===== src/hdl/cfp_pkg.sv =====
// shared types, widths and character codes of the formula parser
package cfp_pkg;

    localparam int DEF_MAX_ELEMENTS = 16;
    localparam int DEF_NAME_LIMIT   = 16;
    localparam int SLOT_LIMIT       = 16;

    localparam int SYM_W   = 14;
    localparam int CHAR_W  = 7;
    localparam int MASS_W  = 24;
    localparam int CNT_W   = 7;
    localparam int MULT_W  = 4;
    localparam int ACC_W   = 32;
    localparam int PROD_W  = MASS_W + MULT_W;
    localparam int POS_W   = 5;
    localparam int CFG_W   = 5;
    localparam int SLOT_W  = 4;
    localparam int DIST_W  = 5;

    localparam logic [CNT_W-1:0] CNT_MAX = '1;
    localparam logic [POS_W-1:0] POS_MAX = '1;

    localparam logic FUNC_LOAD = 1'b0;
    localparam logic FUNC_CHAR = 1'b1;

    localparam logic [CHAR_W-1:0] CH_NUL   = 7'h00;
    localparam logic [CHAR_W-1:0] CH_ONE   = 7'h31;
    localparam logic [CHAR_W-1:0] CH_NINE  = 7'h39;
    localparam logic [CHAR_W-1:0] CH_PLUS  = 7'h2B;
    localparam logic [CHAR_W-1:0] CH_MINUS = 7'h2D;
    localparam logic [CHAR_W-1:0] CH_LO_A  = 7'h61;
    localparam logic [CHAR_W-1:0] CH_LO_Z  = 7'h7A;

    localparam logic [1:0] MODE_SCAN    = 2'd0;
    localparam logic [1:0] MODE_PENDING = 2'd1;
    localparam logic [1:0] MODE_AFTER   = 2'd2;
    localparam logic [1:0] MODE_STOP    = 2'd3;

    localparam logic [1:0] STATUS_OK      = 2'd0;
    localparam logic [1:0] STATUS_UNKNOWN = 2'd1;
    localparam logic [1:0] STATUS_LONG    = 2'd2;

    localparam logic signed [1:0] CHARGE_POS  = 2'sb01;
    localparam logic signed [1:0] CHARGE_NEG  = 2'sb11;
    localparam logic signed [1:0] CHARGE_NONE = 2'sb00;

    typedef struct packed {
        logic              found;
        logic              was_zero;
        logic [MASS_W-1:0] mass;
    } t_chain;

endpackage


===== src/hdl/chemical_formula_parser.sv =====
// top level of the species formula parser
//
// Items are taken one per cycle while the parser is in its run state: a
// table load (tuser 0) writes one element entry, a formula character
// (tuser 1) is matched against all entries at once through the row of
// element cells, lowest matching entry first. After the item with tlast the
// block passes through a flush state that closes the name and a drain state
// that lets the mass adder finish, then shifts one result per configured
// element out of the cell row, one per cycle while m_axis_tready is high. No
// input is taken while results are going out. The table has no reset;
// entries must be loaded before a formula uses them. Atom counts and mass
// saturate. Configuration writes are taken at any time but belong to idle
// periods.
module chemical_formula_parser #(
    parameter int MAX_ELEMENTS = cfp_pkg::DEF_MAX_ELEMENTS,
    parameter int NAME_LIMIT   = cfp_pkg::DEF_NAME_LIMIT
) (
    input  logic        i_clk,
    input  logic        i_rst_n,
    // configuration: element_count
    input  logic        i_cfg_valid,
    output logic        o_cfg_ready,
    input  logic [4:0]  i_cfg_data,
    input  logic        s_axis_tvalid,
    output logic        s_axis_tready,
    // entry_index, symbol_first, symbol_second, atomic_mass, formula_char
    input  logic [55:0] s_axis_tdata,
    // func
    input  logic        s_axis_tuser,
    input  logic        s_axis_tlast,
    output logic        m_axis_tvalid,
    input  logic        m_axis_tready,
    // element_slot, atom_count, species_mass, species_charge,
    // distinct_elements, parse_status
    output logic [55:0] m_axis_tdata,
    output logic        m_axis_tlast
);
    import cfp_pkg::*;

    localparam int NUM_CELLS = (MAX_ELEMENTS < SLOT_LIMIT) ? MAX_ELEMENTS : SLOT_LIMIT;
    localparam logic [CFG_W-1:0] CELLS_V  = CFG_W'(NUM_CELLS);
    localparam logic [POS_W-1:0] LONG_POS = POS_W'(NAME_LIMIT - 1);

    localparam logic [1:0] S_RUN   = 2'd0;
    localparam logic [1:0] S_FLUSH = 2'd1;
    localparam logic [1:0] S_DRAIN = 2'd2;
    localparam logic [1:0] S_EMIT  = 2'd3;

    logic [1:0]        r_state, n_state;
    logic [1:0]        r_mode, n_mode;
    logic [SYM_W-1:0]  r_pending, n_pending;
    logic [POS_W-1:0]  r_pos;
    logic signed [1:0] r_charge, n_charge;
    logic              r_unknown, r_long, n_long;
    logic [DIST_W-1:0] r_distinct;
    logic [CFG_W-1:0]  r_eff;
    logic [SLOT_W-1:0] r_slot;

    logic              w_in_acc, w_char_acc, w_step, w_out_acc, w_done;
    logic [CHAR_W-1:0] w_c;
    logic              w_is_digit, w_is_lower, w_is_end;
    logic              w_do_scan, w_do_after, w_commit;
    logic [MULT_W-1:0] w_mult;
    logic signed [1:0] w_charge_c;
    logic [ACC_W-1:0]  w_acc;
    logic [1:0]        w_status;

    t_chain            w_chain [NUM_CELLS+1];
    logic [CNT_W-1:0]  w_cnt   [NUM_CELLS+1];

    assign o_cfg_ready   = 1'b1;
    assign s_axis_tready = (r_state == S_RUN);
    assign m_axis_tvalid = (r_state == S_EMIT);

    assign w_in_acc   = s_axis_tvalid && s_axis_tready;
    assign w_char_acc = w_in_acc && (s_axis_tuser == FUNC_CHAR);
    assign w_step     = w_char_acc || (r_state == S_FLUSH);
    assign w_out_acc  = m_axis_tvalid && m_axis_tready;
    assign w_done     = w_out_acc && m_axis_tlast;

    assign w_c        = (r_state == S_FLUSH) ? CH_NUL : s_axis_tdata[48:42];
    assign w_is_digit = (w_c > CH_ONE) && (w_c <= CH_NINE);
    assign w_is_lower = (w_c >= CH_LO_A) && (w_c <= CH_LO_Z);
    assign w_is_end   = (w_c == CH_PLUS) || (w_c == CH_MINUS) || (w_c == CH_NUL);
    assign w_charge_c = (w_c == CH_PLUS) ? CHARGE_POS :
                        ((w_c == CH_MINUS) ? CHARGE_NEG : CHARGE_NONE);

    always_comb begin
        n_mode     = r_mode;
        n_pending  = r_pending;
        n_charge   = r_charge;
        n_long     = r_long;
        w_do_scan  = 1'b0;
        w_do_after = 1'b0;
        w_commit   = 1'b0;
        w_mult     = MULT_W'(1);
        if (w_step) begin
            unique case (r_mode)
                MODE_SCAN: begin
                    w_do_scan = 1'b1;
                end
                MODE_PENDING: begin
                    if (w_is_lower) begin
                        n_pending = {r_pending[SYM_W-1:CHAR_W], w_c};
                        n_mode    = MODE_AFTER;
                    end else begin
                        w_do_after = 1'b1;
                    end
                end
                MODE_AFTER: begin
                    w_do_after = 1'b1;
                end
                default: begin
                end
            endcase
            if (w_do_after) begin
                w_commit = 1'b1;
                if (w_is_digit) begin
                    w_mult = w_c[MULT_W-1:0];
                    n_mode = MODE_SCAN;
                end else begin
                    w_do_scan = 1'b1;
                end
            end
            if (w_do_scan) begin
                if (r_pos >= LONG_POS) begin
                    n_long   = 1'b1;
                    n_charge = w_charge_c;
                    n_mode   = MODE_STOP;
                end else if (w_is_end) begin
                    n_charge = w_charge_c;
                    n_mode   = MODE_STOP;
                end else begin
                    n_pending = {w_c, CHAR_W'(0)};
                    n_mode    = MODE_PENDING;
                end
            end
        end
    end

    assign w_chain[0]       = '0;
    assign w_cnt[NUM_CELLS] = '0;

    for (genvar k = 0; k < NUM_CELLS; k++) begin : g_cell
        cfp_cell u_cell (
            .i_clk     (i_clk),
            .i_rst_n   (i_rst_n),
            .i_en      (CFG_W'(k) < r_eff),
            .i_wr      (w_in_acc && (s_axis_tuser == FUNC_LOAD) &&
                        (s_axis_tdata[3:0] == SLOT_W'(k))),
            .i_wr_sym  ({s_axis_tdata[10:4], s_axis_tdata[17:11]}),
            .i_wr_mass (s_axis_tdata[41:18]),
            .i_cmp_sym (r_pending),
            .i_commit  (w_commit),
            .i_mult    (w_mult),
            .i_shift   (w_out_acc),
            .i_count   (w_cnt[k+1]),
            .i_chain   (w_chain[k]),
            .o_chain   (w_chain[k+1]),
            .o_count   (w_cnt[k])
        );
    end

    cfp_accum u_accum (
        .i_clk   (i_clk),
        .i_rst_n (i_rst_n),
        .i_valid (w_commit && w_chain[NUM_CELLS].found),
        .i_mult  (w_mult),
        .i_mass  (w_chain[NUM_CELLS].mass),
        .i_clear (w_done),
        .o_acc   (w_acc)
    );

    always_comb begin
        n_state = r_state;
        unique case (r_state)
            S_RUN: begin
                if (w_char_acc && s_axis_tlast) begin
                    n_state = S_FLUSH;
                end
            end
            S_FLUSH: n_state = S_DRAIN;
            S_DRAIN: n_state = S_EMIT;
            S_EMIT: begin
                if (w_done) begin
                    n_state = S_RUN;
                end
            end
            default: n_state = S_RUN;
        endcase
    end

    always_ff @(posedge i_clk) begin
        if (!i_rst_n) begin
            r_state    <= S_RUN;
            r_mode     <= MODE_SCAN;
            r_pending  <= '0;
            r_pos      <= '0;
            r_charge   <= CHARGE_NONE;
            r_unknown  <= 1'b0;
            r_long     <= 1'b0;
            r_distinct <= '0;
            r_eff      <= CFG_W'(1);
            r_slot     <= '0;
        end else begin
            r_state <= n_state;
            if (i_cfg_valid && o_cfg_ready) begin
                if (i_cfg_data == '0) begin
                    r_eff <= CFG_W'(1);
                end else if (i_cfg_data > CELLS_V) begin
                    r_eff <= CELLS_V;
                end else begin
                    r_eff <= i_cfg_data;
                end
            end
            if (w_done) begin
                r_mode     <= MODE_SCAN;
                r_pending  <= '0;
                r_pos      <= '0;
                r_charge   <= CHARGE_NONE;
                r_unknown  <= 1'b0;
                r_long     <= 1'b0;
                r_distinct <= '0;
                r_slot     <= '0;
            end else begin
                r_mode    <= n_mode;
                r_pending <= n_pending;
                r_charge  <= n_charge;
                r_long    <= n_long;
                if (w_char_acc && (r_pos != POS_MAX)) begin
                    r_pos <= r_pos + POS_W'(1);
                end
                if (w_commit) begin
                    if (!w_chain[NUM_CELLS].found) begin
                        r_unknown <= 1'b1;
                    end else if (w_chain[NUM_CELLS].was_zero) begin
                        r_distinct <= r_distinct + DIST_W'(1);
                    end
                end
                if (w_out_acc) begin
                    r_slot <= r_slot + SLOT_W'(1);
                end
            end
        end
    end

    assign w_status     = r_long ? STATUS_LONG : (r_unknown ? STATUS_UNKNOWN : STATUS_OK);
    assign m_axis_tlast = (({1'b0, r_slot} + CFG_W'(1)) == r_eff);
    assign m_axis_tdata = {4'b0, w_status, r_distinct, r_charge, w_acc, w_cnt[0], r_slot};

`ifndef ASSERT_OFF
    a_last_char_flushes: assert property (@(posedge i_clk) disable iff (!i_rst_n)
        w_char_acc && s_axis_tlast |=> r_state == S_FLUSH)
        else $error("final character did not start the flush");

    a_emit_after_stop: assert property (@(posedge i_clk) disable iff (!i_rst_n)
        m_axis_tvalid |-> r_mode == MODE_STOP)
        else $error("results shown while parsing is still open");

    a_distinct_bound: assert property (@(posedge i_clk) disable iff (!i_rst_n)
        r_distinct <= r_eff)
        else $error("more distinct elements than table entries");

    a_clear_after_run: assert property (@(posedge i_clk) disable iff (!i_rst_n)
        w_done |=> w_acc == '0 && r_distinct == '0 && r_pos == '0)
        else $error("formula state not cleared after the last result");
`endif

endmodule


===== src/hdl/cfp_cell.sv =====
// one table entry of the parser: symbol, mass and atom count
module cfp_cell (
    input  logic                        i_clk,
    input  logic                        i_rst_n,
    input  logic                        i_en,
    input  logic                        i_wr,
    input  logic [cfp_pkg::SYM_W-1:0]   i_wr_sym,
    input  logic [cfp_pkg::MASS_W-1:0]  i_wr_mass,
    input  logic [cfp_pkg::SYM_W-1:0]   i_cmp_sym,
    input  logic                        i_commit,
    input  logic [cfp_pkg::MULT_W-1:0]  i_mult,
    input  logic                        i_shift,
    input  logic [cfp_pkg::CNT_W-1:0]   i_count,
    input  cfp_pkg::t_chain             i_chain,
    output cfp_pkg::t_chain             o_chain,
    output logic [cfp_pkg::CNT_W-1:0]   o_count
);
    import cfp_pkg::*;

    logic [SYM_W-1:0]  r_sym;
    logic [MASS_W-1:0] r_mass;
    logic [CNT_W-1:0]  r_count;
    logic [CNT_W-1:0]  n_count;
    logic [CNT_W:0]    w_sum;
    logic              w_match;
    logic              w_hit;

    assign w_match = i_en && (r_sym == i_cmp_sym);
    assign w_hit   = w_match && !i_chain.found;
    assign w_sum   = {1'b0, r_count} + (CNT_W + 1)'(i_mult);

    assign o_chain.found    = i_chain.found | w_match;
    assign o_chain.was_zero = i_chain.was_zero | (w_hit && (r_count == '0));
    assign o_chain.mass     = i_chain.mass | (w_hit ? r_mass : '0);
    assign o_count          = r_count;

    always_comb begin
        n_count = r_count;
        if (i_shift) begin
            n_count = i_count;
        end else if (i_commit && w_hit) begin
            n_count = w_sum[CNT_W] ? CNT_MAX : w_sum[CNT_W-1:0];
        end
    end

    always_ff @(posedge i_clk) begin
        if (i_wr) begin
            r_sym  <= i_wr_sym;
            r_mass <= i_wr_mass;
        end
    end

    always_ff @(posedge i_clk) begin
        if (!i_rst_n) begin
            r_count <= '0;
        end else begin
            r_count <= n_count;
        end
    end

endmodule


===== src/hdl/cfp_accum.sv =====
// species mass accumulator: registered operands, then product and saturating add
module cfp_accum (
    input  logic                        i_clk,
    input  logic                        i_rst_n,
    input  logic                        i_valid,
    input  logic [cfp_pkg::MULT_W-1:0]  i_mult,
    input  logic [cfp_pkg::MASS_W-1:0]  i_mass,
    input  logic                        i_clear,
    output logic [cfp_pkg::ACC_W-1:0]   o_acc
);
    import cfp_pkg::*;

    logic              r_valid;
    logic [MULT_W-1:0] r_mult;
    logic [MASS_W-1:0] r_mass;
    logic [ACC_W-1:0]  r_acc;
    logic [PROD_W-1:0] w_prod;
    logic [ACC_W:0]    w_sum;

    assign w_prod = PROD_W'(r_mult) * PROD_W'(r_mass);
    assign w_sum  = {1'b0, r_acc} + (ACC_W + 1)'(w_prod);
    assign o_acc  = r_acc;

    always_ff @(posedge i_clk) begin
        r_mult <= i_mult;
        r_mass <= i_mass;
    end

    always_ff @(posedge i_clk) begin
        if (!i_rst_n || i_clear) begin
            r_valid <= 1'b0;
            r_acc   <= '0;
        end else begin
            r_valid <= i_valid;
            if (r_valid) begin
                r_acc <= w_sum[ACC_W] ? '1 : w_sum[ACC_W-1:0];
            end
        end
    end

endmodule

===== config.mk =====
export PLATFORM = sky130hd
export DESIGN_NAME = chemical_formula_parser
export DESIGN_NICKNAME = d
export VERILOG_FILES = /design/src/hdl/cfp_pkg.sv /design/src/hdl/chemical_formula_parser.sv /design/src/hdl/cfp_cell.sv /design/src/hdl/cfp_accum.sv
export SDC_FILE = /design/constraint.sdc
export NUM_CORES = 1
export LEC_CHECK = 0
export BUFFER_PORTS_ARGS = -buffer_cell sky130_fd_sc_hd__clkbuf_2
export CAP_MARGIN = 25
export CORE_ASPECT_RATIO = 0.7
export CORE_UTILIZATION = 60
export CTS_CLUSTER_SIZE = 40
export DETAILED_ROUTE_END_ITERATION = 8
export PLACE_DENSITY = 0.77
export SLEW_MARGIN = 10
export SYNTH_ARGS = -nofsm -noshare
export SYNTH_HDL_FRONTEND = slang
export SYNTH_HIERARCHICAL = 1
export SYNTH_SLANG_ARGS = --single-unit

===== constraint.sdc =====
create_clock -name i_clk -period 18.6 [get_ports i_clk]
set_input_delay 0 -clock i_clk [delete_from_list [all_inputs] [get_ports i_clk]]
set_output_delay 0 -clock i_clk [all_outputs]
set_load 0.05 [all_outputs]

Yosys cells after proc, flatten, opt, wreduce, memory -nomap -nowiden
Cells that the tools add are included.

Flip-flop bits (word level): 822. Input port bits: 68.

$add $sub $neg: 21. Multipliers: 1. Magnitude comparators: 22. Equality and inequality tests: 42. Mux-type cells: 99. Bitwise gates (word level): 48. Reduce and logical (&&, ||, !) cells: 153.

Operators with widths (count): two-way mux 24 bit (16); bitwise OR 24 bit (15); two-way mux 7 bit (49); == test 14 bit (16); adder 7 x 4 -> 8 bit (16); zero test 7 bit (17); logical AND 1 bit (89); two-way mux 14 bit (3); < comparator 4 x 5 -> 1 bit, first input constant (8); adder 32 x 28 -> 33 bit (1); == test 4 bit, second input constant (8); two-way mux 32 bit (1); nonzero test 2 bit (16); bitwise OR 1 bit (30); multiplier 4 x 24 -> 28 bit (1); two-way mux 2 bit (14); < comparator 3 x 5 -> 1 bit, first input constant (4); == test 4 x 3 -> 1 bit, second input constant (4); zero test 1 bit (16); == test 7 x 6 -> 1 bit, second input constant (2); two-way mux 4 bit (3); adder 5 x 1 -> 5 bit, second input constant (2); < comparator 1 x 5 -> 1 bit, first input constant (2); < comparator 2 x 5 -> 1 bit, first input constant (2); 27 further kinds (51).

Longest topological paths before layout
Gate-level depths: netlist of the first run.

Depth after elaboration: 21. Depth in mapped cells: 28. Depth with buffers taken out: 26.

Hierarchy
The synthesis of the first run kept the hierarchy.

By module, submodules not included: cfp_cell (instances 16, cells an instance 157, area an instance 2082.0 µm²); cfp_accum (instances 1, cells an instance 649, area an instance 5651.7 µm²); chemical_formula_parser (instances 1, cells an instance 320, area an instance 2527.4 µm²).

Least setup slack after synthesis of the first run
Ideal clock, no wire load.

Kind: flip-flop to flip-flop. Start: reg r_pending[5]. End: reg g_cell[15].u_cell.r_count[6]. Arrival time: 7.564 ns. Data required time: 18.526 ns. Path slack: 10.962 ns. Stages on the path, launching flop included: 25. Path through: dfxtp_1 -> xnor2_2 -> nand4_1 -> nor4_1 -> or2_2 -> or2_2 -> or2_2 -> or2_2 -> or2_2 -> or2_2 -> or2_2 -> or2_2 -> or2_2 -> or2_2 -> or2_2 -> or2_2 -> or2_2 -> or2_2 -> or2_2 -> and2b_2 -> nand4_1 -> or4_4 -> buf_6 -> or4_1 -> a31oi_1.

RTL lines: from (decl) (line chemical_formula_parser.sv:51) `logic [SYM_W-1:0] r_pending, n_pending;`; from (signal assigned) (line chemical_formula_parser.sv:227) `r_pending <= n_pending;`; to (signal assigned) (line cfp_cell.sv:57) `r_count <= n_count;`; to (decl) (line cfp_cell.sv:22) `logic [CNT_W-1:0] r_count;`.

==> metrics.txt, run 1 <==
status completed; Layout Utilization approximately 68%; Post-CTS Setup Inserts 0; Final Max Tran Viols 0; largest net degree at the start of global routing 102; first-pass GRT wire length 160000 um; dpl cell area 43400 um2; DRC Markers 0; critical path type reg2reg; period utilization 44.0%; Cell Pwr Density around 89 nW/um2; Final min period a little over 8 ns; unrepaired setup endpoints after global routing no; crit-path max FO 14; leakage 18.6 nW; Hold Crit Start s_axis_tdata[0]; Synth top area share 44.0%; ranking of synthesized cells by area edfxtp_1 (44%), dfxtp_1 (10%), a21o_1 (7.7%), xnor2_1 (4.8%), fa_1 (4.1%); most instantiated library cell after synthesis edfxtp_1; DR pass1 iterations 5; syn avg cell area approximately 12 um2; Detail Route Antenna Nets 0; Worst Path Required 19.08 ns; area delta synth->final 12.5%; sequential fraction of the synthesis area a little over half; Vias per Instance about 6.2; vias in the first global route 27700; biggest area consumer among synthesized cells edfxtp_1; Sequential Power Share between 40% and 50%; Clock Power Share 39.3%; Final Power 4.16 mW; placed cell count between 4000 and 5000; H-tree depth 3; # setup viols final 0; row count 80; GR Overflow Total 0; most common library cells after synthesis edfxtp_1 (608), a21o_1 (427), xnor2_1 (226), dfxtp_1 (214), inv_1 (209); Die ar. 70200 um2; Primary FF master, synth edfxtp_1; design area 46700 um2; Post-Synthesis Cell Area 41500 um2; final cell count without fillers 4691; Clk Latency, worst-skew pair ~0.65 ns; Sw Share 25.0%; Post-DP HPWL around 65000 um; Post-synth EDFFs between 600 and 700; gp weighted congestion between 0.8 and 0.9; clk buf depth 3; drt total wl 103000 um; Chip Height 222 um; Initial Util 60.8%; worst hold slack 0.214 ns; post-cts resize count 0; TritonCTS buffer count 78; PnR worst setup slack between 10 and 15 ns; Ports 128; f_max around 120 MHz; worst slew pin tran 1.02 ns; vias post-DR 28900; clk sinks ~800; DR WL/cell about 22 um; max_cap viols 0; internal power 3.12 mW; Distinct cells, synth 72; skew final roughly 0.030 ns; IO buf count 115; CTS tree yes; Comb pwr share 11.8%; Synth async-reset ratio 0%; number of DRC markers in iteration 0 3345; Layout fillers 4818; Setup crit start kind register; Post-Route Setup TNS 0 ns; Die Wd between 300 and 400 um; Worst-path clk slew 0.06 ns; Setup crit start r_eff[4]$_SDFFE_PN0P_; critical path capture point type register; CTS Hold Buffers Added 70; Critical Path AT 8.67 ns; Final #Nets 3992; pre-CTS setup slack approximately 11 ns; sequential cell area 22500 um2; min-delay worst type in2reg; Tot GR Track Use 29.6%; flip-flop and latch count after synthesis 822; Gate Count Post-Synth 3481; share of cells above drive strength 1 12.4%; maximum resistive drop on vdd 0.0622 mV; Root Buffer clkbuf_16; slew margin rel. roughly a third; Fin. Hold Viols 0; initial antenna violation count 1; Sw Pwr between 1 and 1.5 mW; Synth Warn # 6; area taken by multi-input logic gates 17900 um2; CORE AREA 68300 um2; FF-to-FF Start r_eff[4]$_SDFFE_PN0P_
[metal layers]
layer	wire [um]	vias up	share of wire [%]	track usage, %
li1	-	13300	-	-
met1	47300	14200	46	46.2
met3	10500	123	10	6.04
met5	0	-	0	0
met2	43700	1300	42	42.5
met4	1560	0	1.5	6.33
[worst paths after layout]
check                                                    to  slack, ns  cells past startpoint
setup / recovery  g_cell[15].u_cell/o_count[1]$_SDFFE_PN0P_      10.41                     26
hold / removal        g_cell[4].u_cell/r_mass[19]$_DFFE_PP_       0.21                      3
setup reg to reg  g_cell[15].u_cell/o_count[1]$_SDFFE_PN0P_      10.41                     26
hold reg to reg                  u_accum/r_mass[15]$_DFF_P_       0.44                      1
[power by group through the flow]
stage               Combinational (mW)  Clock [mW]  Sequential [mW]
finish                           0.491        1.63             2.04
floorplan                        0.294           0             2.10
CTS                              0.482        1.65             2.04
global route                     0.533        1.71             2.04
global placement                 0.453           0             2.07
detailed placement               0.464           0             2.08
[cells by family after synthesis]
group	count (synthesis)	share of synthesized area, %
DFF	822	54.3
buffers and inverters	328	3.34
adders and majority gates	200	7.57
xor gates and xnor gates	296	6.83
muxes	5	0.121
AOI/OAI and AO/OA	941	16.0
other	2	0.0181
and+or+nand+nor	887	11.7
[placed cells by master (no fill, tap or decap), types with 16 or more instances in the layout]
| cell | count |
|---|---|
| edfxtp_1 | 608 |
| a21o_1 | 427 |
| xnor2_1 | 226 |
| dfxtp_1 | 212 |
| inv_1 | 208 |
| nand2_1 | 143 |
| o21ai_0 | 133 |
| nor2_1 | 126 |
| nand4_1 | 119 |
| a21oi_1 | 115 |
| ha_1 | 115 |
| clkbuf_2 | 114 |
| nand3_1 | 95 |
| and2_1 | 91 |
| fa_1 | 85 |
| clkbuf_16 | 79 |
| nor3_1 | 73 |
| dlygate4sd3_1 | 70 |
| a221oi_1 | 66 |
| buf_4 | 56 |
| or4_1 | 50 |
| a31oi_1 | 40 |
| conb_1 | 40 |
| xor2_1 | 38 |
| nor4_1 | 34 |
| xnor2_2 | 32 |
| o21ba_2 | 32 |
| clkbuf_1 | 27 |
| nor2b_1 | 24 |
| o31ai_1 | 24 |
| a31o_2 | 22 |
| a211oi_1 | 22 |
| o21bai_1 | 19 |
| or2_2 | 18 |
| or4_4 | 17 |
| nor2b_2 | 17 |
| and2b_2 | 16 |
[registers in the layout (all words and copies together) (netlist names)]
register and flops:
g_cell.u_cell/o_count 112, r_unknown 1, g_cell.u_cell/r_mass 384, r_eff 5
u_accum/r_valid 1, r_pending 14, u_accum/r_mass 24, r_mode 2
u_accum/r_mult 4, r_distinct 5, r_state 2, r_slot 4
r_long 1, g_cell.u_cell/r_sym 224, r_pos 5, u_accum/o_acc 32
r_charge 2
[area by class of cell]
class / instances / area share (%)
clock buffer: 116 / 4.75
tap: 902 / 2.42
clock inverter: 27 / 0.876
sequential: 822 / 48.3
timing repair buffer: 244 / 3.73
antenna: 2 / 0.0107
inverter: 209 / 1.69
multi-input combinational: 2369 / 38.3
[worst max-delay path, cell delays in order, from the launching register on]
cell,delay [ns]
dfxtp_1,0.46
nor2_1,0.36
inv_1,0.15
nor2_1,0.17
nand2_1,0.14
nand4_1,0.11
nor4_1,0.08
or2_2,0.31
or2_2,0.34
or2_2,0.33
or2_2,0.33
or2_2,0.34
or2_2,0.34
or2_2,0.33
or2_2,0.33
or2_2,0.36
or2_2,0.34
or2_2,0.33
or2_2,0.34
or2_2,0.33
or2_2,0.33
or2_2,0.33
and2b_2,0.22
nand4_1,0.09
or4_4,0.51
nor3_1,0.52
a221oi_1,0.18
(Power assumes the default switching activity.)
==> inputs of run 2 (changes only) <==
==> constraint.sdc (replaced) <==
create_clock -name i_clk -period 8.25 [get_ports i_clk]
set_input_delay 0 -clock i_clk [delete_from_list [all_inputs] [get_ports i_clk]]
set_output_delay 0 -clock i_clk [all_outputs]
set_load 0.05 [all_outputs]
==> run 2 against run 1 <==
- flip-flop and latch count unchanged
- non-clock buffer count up 1
- critical path depth unchanged
- die area unchanged
- count of clock-buffer cells in the layout down 2
- worst hold slack worse by 0.17 ns
- cell count up 0.15%
- worst setup slack worse by 9.9 ns
- clock power up 130%
- routed wire length up 2.9%
- highest routed layer is now met5
==> metrics.txt, run 2 (synthesized netlist as in run 1, its figures left out) <==
Worst Path Required 8.83 ns; first-pass GRT wire length 161000 um; DR pass1 iterations 5; initial antenna violation count 4; Largest stage delay, worst path 0.51 ns; Critical Path AT 8.36 ns; Vias per Instance 6.21; max_cap viols 0; drt total wl 106000 um; commonest non-fill, non-tap cell in the layout edfxtp_1; unrepaired setup endpoints after global routing no; Final Max Tran Viols 0; area delta synth->final 12.9%; GR Overflow Total 0; Setup crit start kind register; final cell count without fillers 4698; largest net degree at the start of global routing 100; design area 46800 um2; Fin. Hold Viols 0; crit-path max FO 11; Die Wd around 320 um; Chip Height 222 um; Clk Latency, worst-skew pair 0.67 ns; CTS tree yes; DRC Markers 0; max FFs per register 384; CTS Hold Buffers Added 71; Initial Util 60.8%; CP most frequent cell or2_2; IO buf count 115; Post-Route Setup TNS 0 ns; Post-DP HPWL between 60000 and 70000 um; maximum resistive drop on vdd 0.185 mV; leakage 18.6 nW; min-delay worst type in2reg; most frequent cells in the layout edfxtp_1 (608), a21o_1 (427), xnor2_1 (226); placed cell count 4474; Buf/Inv on CP 1; H-tree depth 3; Worst-path clk slew 0.07 ns; pre-CTS setup slack 0.578 ns; Final #Nets 3995; Reg with most FFs g_cell.u_cell/r_mass; share of cells above drive strength 1 around 13%; number of DRC markers in iteration 0 3345; post-cts resize count 0; # setup viols final 0; CORE AREA just under 70000 um2; clk buf depth 3; row count 80; Final min period 7.78 ns; kind of cell adding the most delay to the critical path simple AND/OR/NAND/NOR gates; critical path type reg2reg; DR WL/cell 22.6 um; Ports 128; dpl cell area ~43000 um2; Detail Route Antenna Nets 0; TritonCTS buffer count 80; Final Power 9.54 mW; vias post-DR 29200; period utilization between 90% and 100%; Root Buffer clkbuf_16; gp weighted congestion ~0.93; skew final roughly 0.048 ns; Layout Utilization 68.6%; critical path capture point type register; Post-CTS Setup Inserts 0; CP max stage cell or4_4; Tot GR Track Use 30.2%; worst slew pin tran slightly above 1 ns; vias in the first global route ~27000; clk sinks 822; f_max between 100 and 150 MHz; slew margin rel. 32.3%; PnR worst setup slack around 0.47 ns; Cell Pwr Density 204 nW/um2; worst hold slack 0.0411 ns; Die ar. ~70000 um2; status completed
[run 2: path summary, 6_finish.rpt]
path / from / to / slack [ns] / depth (start not counted)
worst max-delay path: r_eff[3]$_SDFFE_PN0P_ / g_cell[15].u_cell/o_count[4]$_SDFFE_PN0P_ / 0.47 / 26
worst min-delay path: s_axis_tdata[2] / g_cell[1].u_cell/r_sym[0]$_DFFE_PP_ / 0.04 / 3
worst max register to register: r_eff[3]$_SDFFE_PN0P_ / g_cell[15].u_cell/o_count[4]$_SDFFE_PN0P_ / 0.47 / 26
worst min register to register: g_cell[15].u_cell/r_mass[1]$_DFFE_PP_ / u_accum/r_mass[1]$_DFF_P_ / 0.43 / 1
[run 2: metal layers]
| layer | GRT usage, % | share of wire [%] |
|---|---|---|
| met1 | 47.2 | 45 |
| met2 | 41.2 | 41 |
| met3 | 8.61 | 12 |
| met4 | 7.57 | 2.1 |
| met5 | 0 | 0.012 |
[run 2: cell type report]
type                    count  area (um2)
diodes                      1        2.50
repair buffers            245        1760
inverters                 209         787
fillers                  4854       21400
well taps                 902        1130
clock inverters            36         493
clock buffers             114        2250
multi-input cells        2369       17900
flip-flops and latches    822       22500
[run 2: report_power, final]
part,internal [mW],switching [mW],total (mW),leakage (nW)
Sequential,4.52,0.0709,4.60,7.21
Clock,2.18,1.63,3.80,1.34
Combinational,0.412,0.729,1.14,10.1
[run 2: worst register-to-register path, cell delays in order (launching register included)]
cell	delay [ns]
dfxtp_1	0.39
nor2_1	0.23
inv_1	0.13
nor2_1	0.17
nand2_1	0.12
nand4_1	0.09
nor4_1	0.06
or2_2	0.31
or2_2	0.33
or2_2	0.34
or2_2	0.35
or2_2	0.34
or2_2	0.34
or2_2	0.33
or2_2	0.33
or2_2	0.34
or2_2	0.33
or2_2	0.34
or2_2	0.33
or2_2	0.34
or2_2	0.35
or2_2	0.33
and2b_2	0.21
nand4_1	0.10
or4_4	0.51
or4_1	0.49
a31oi_1	0.16
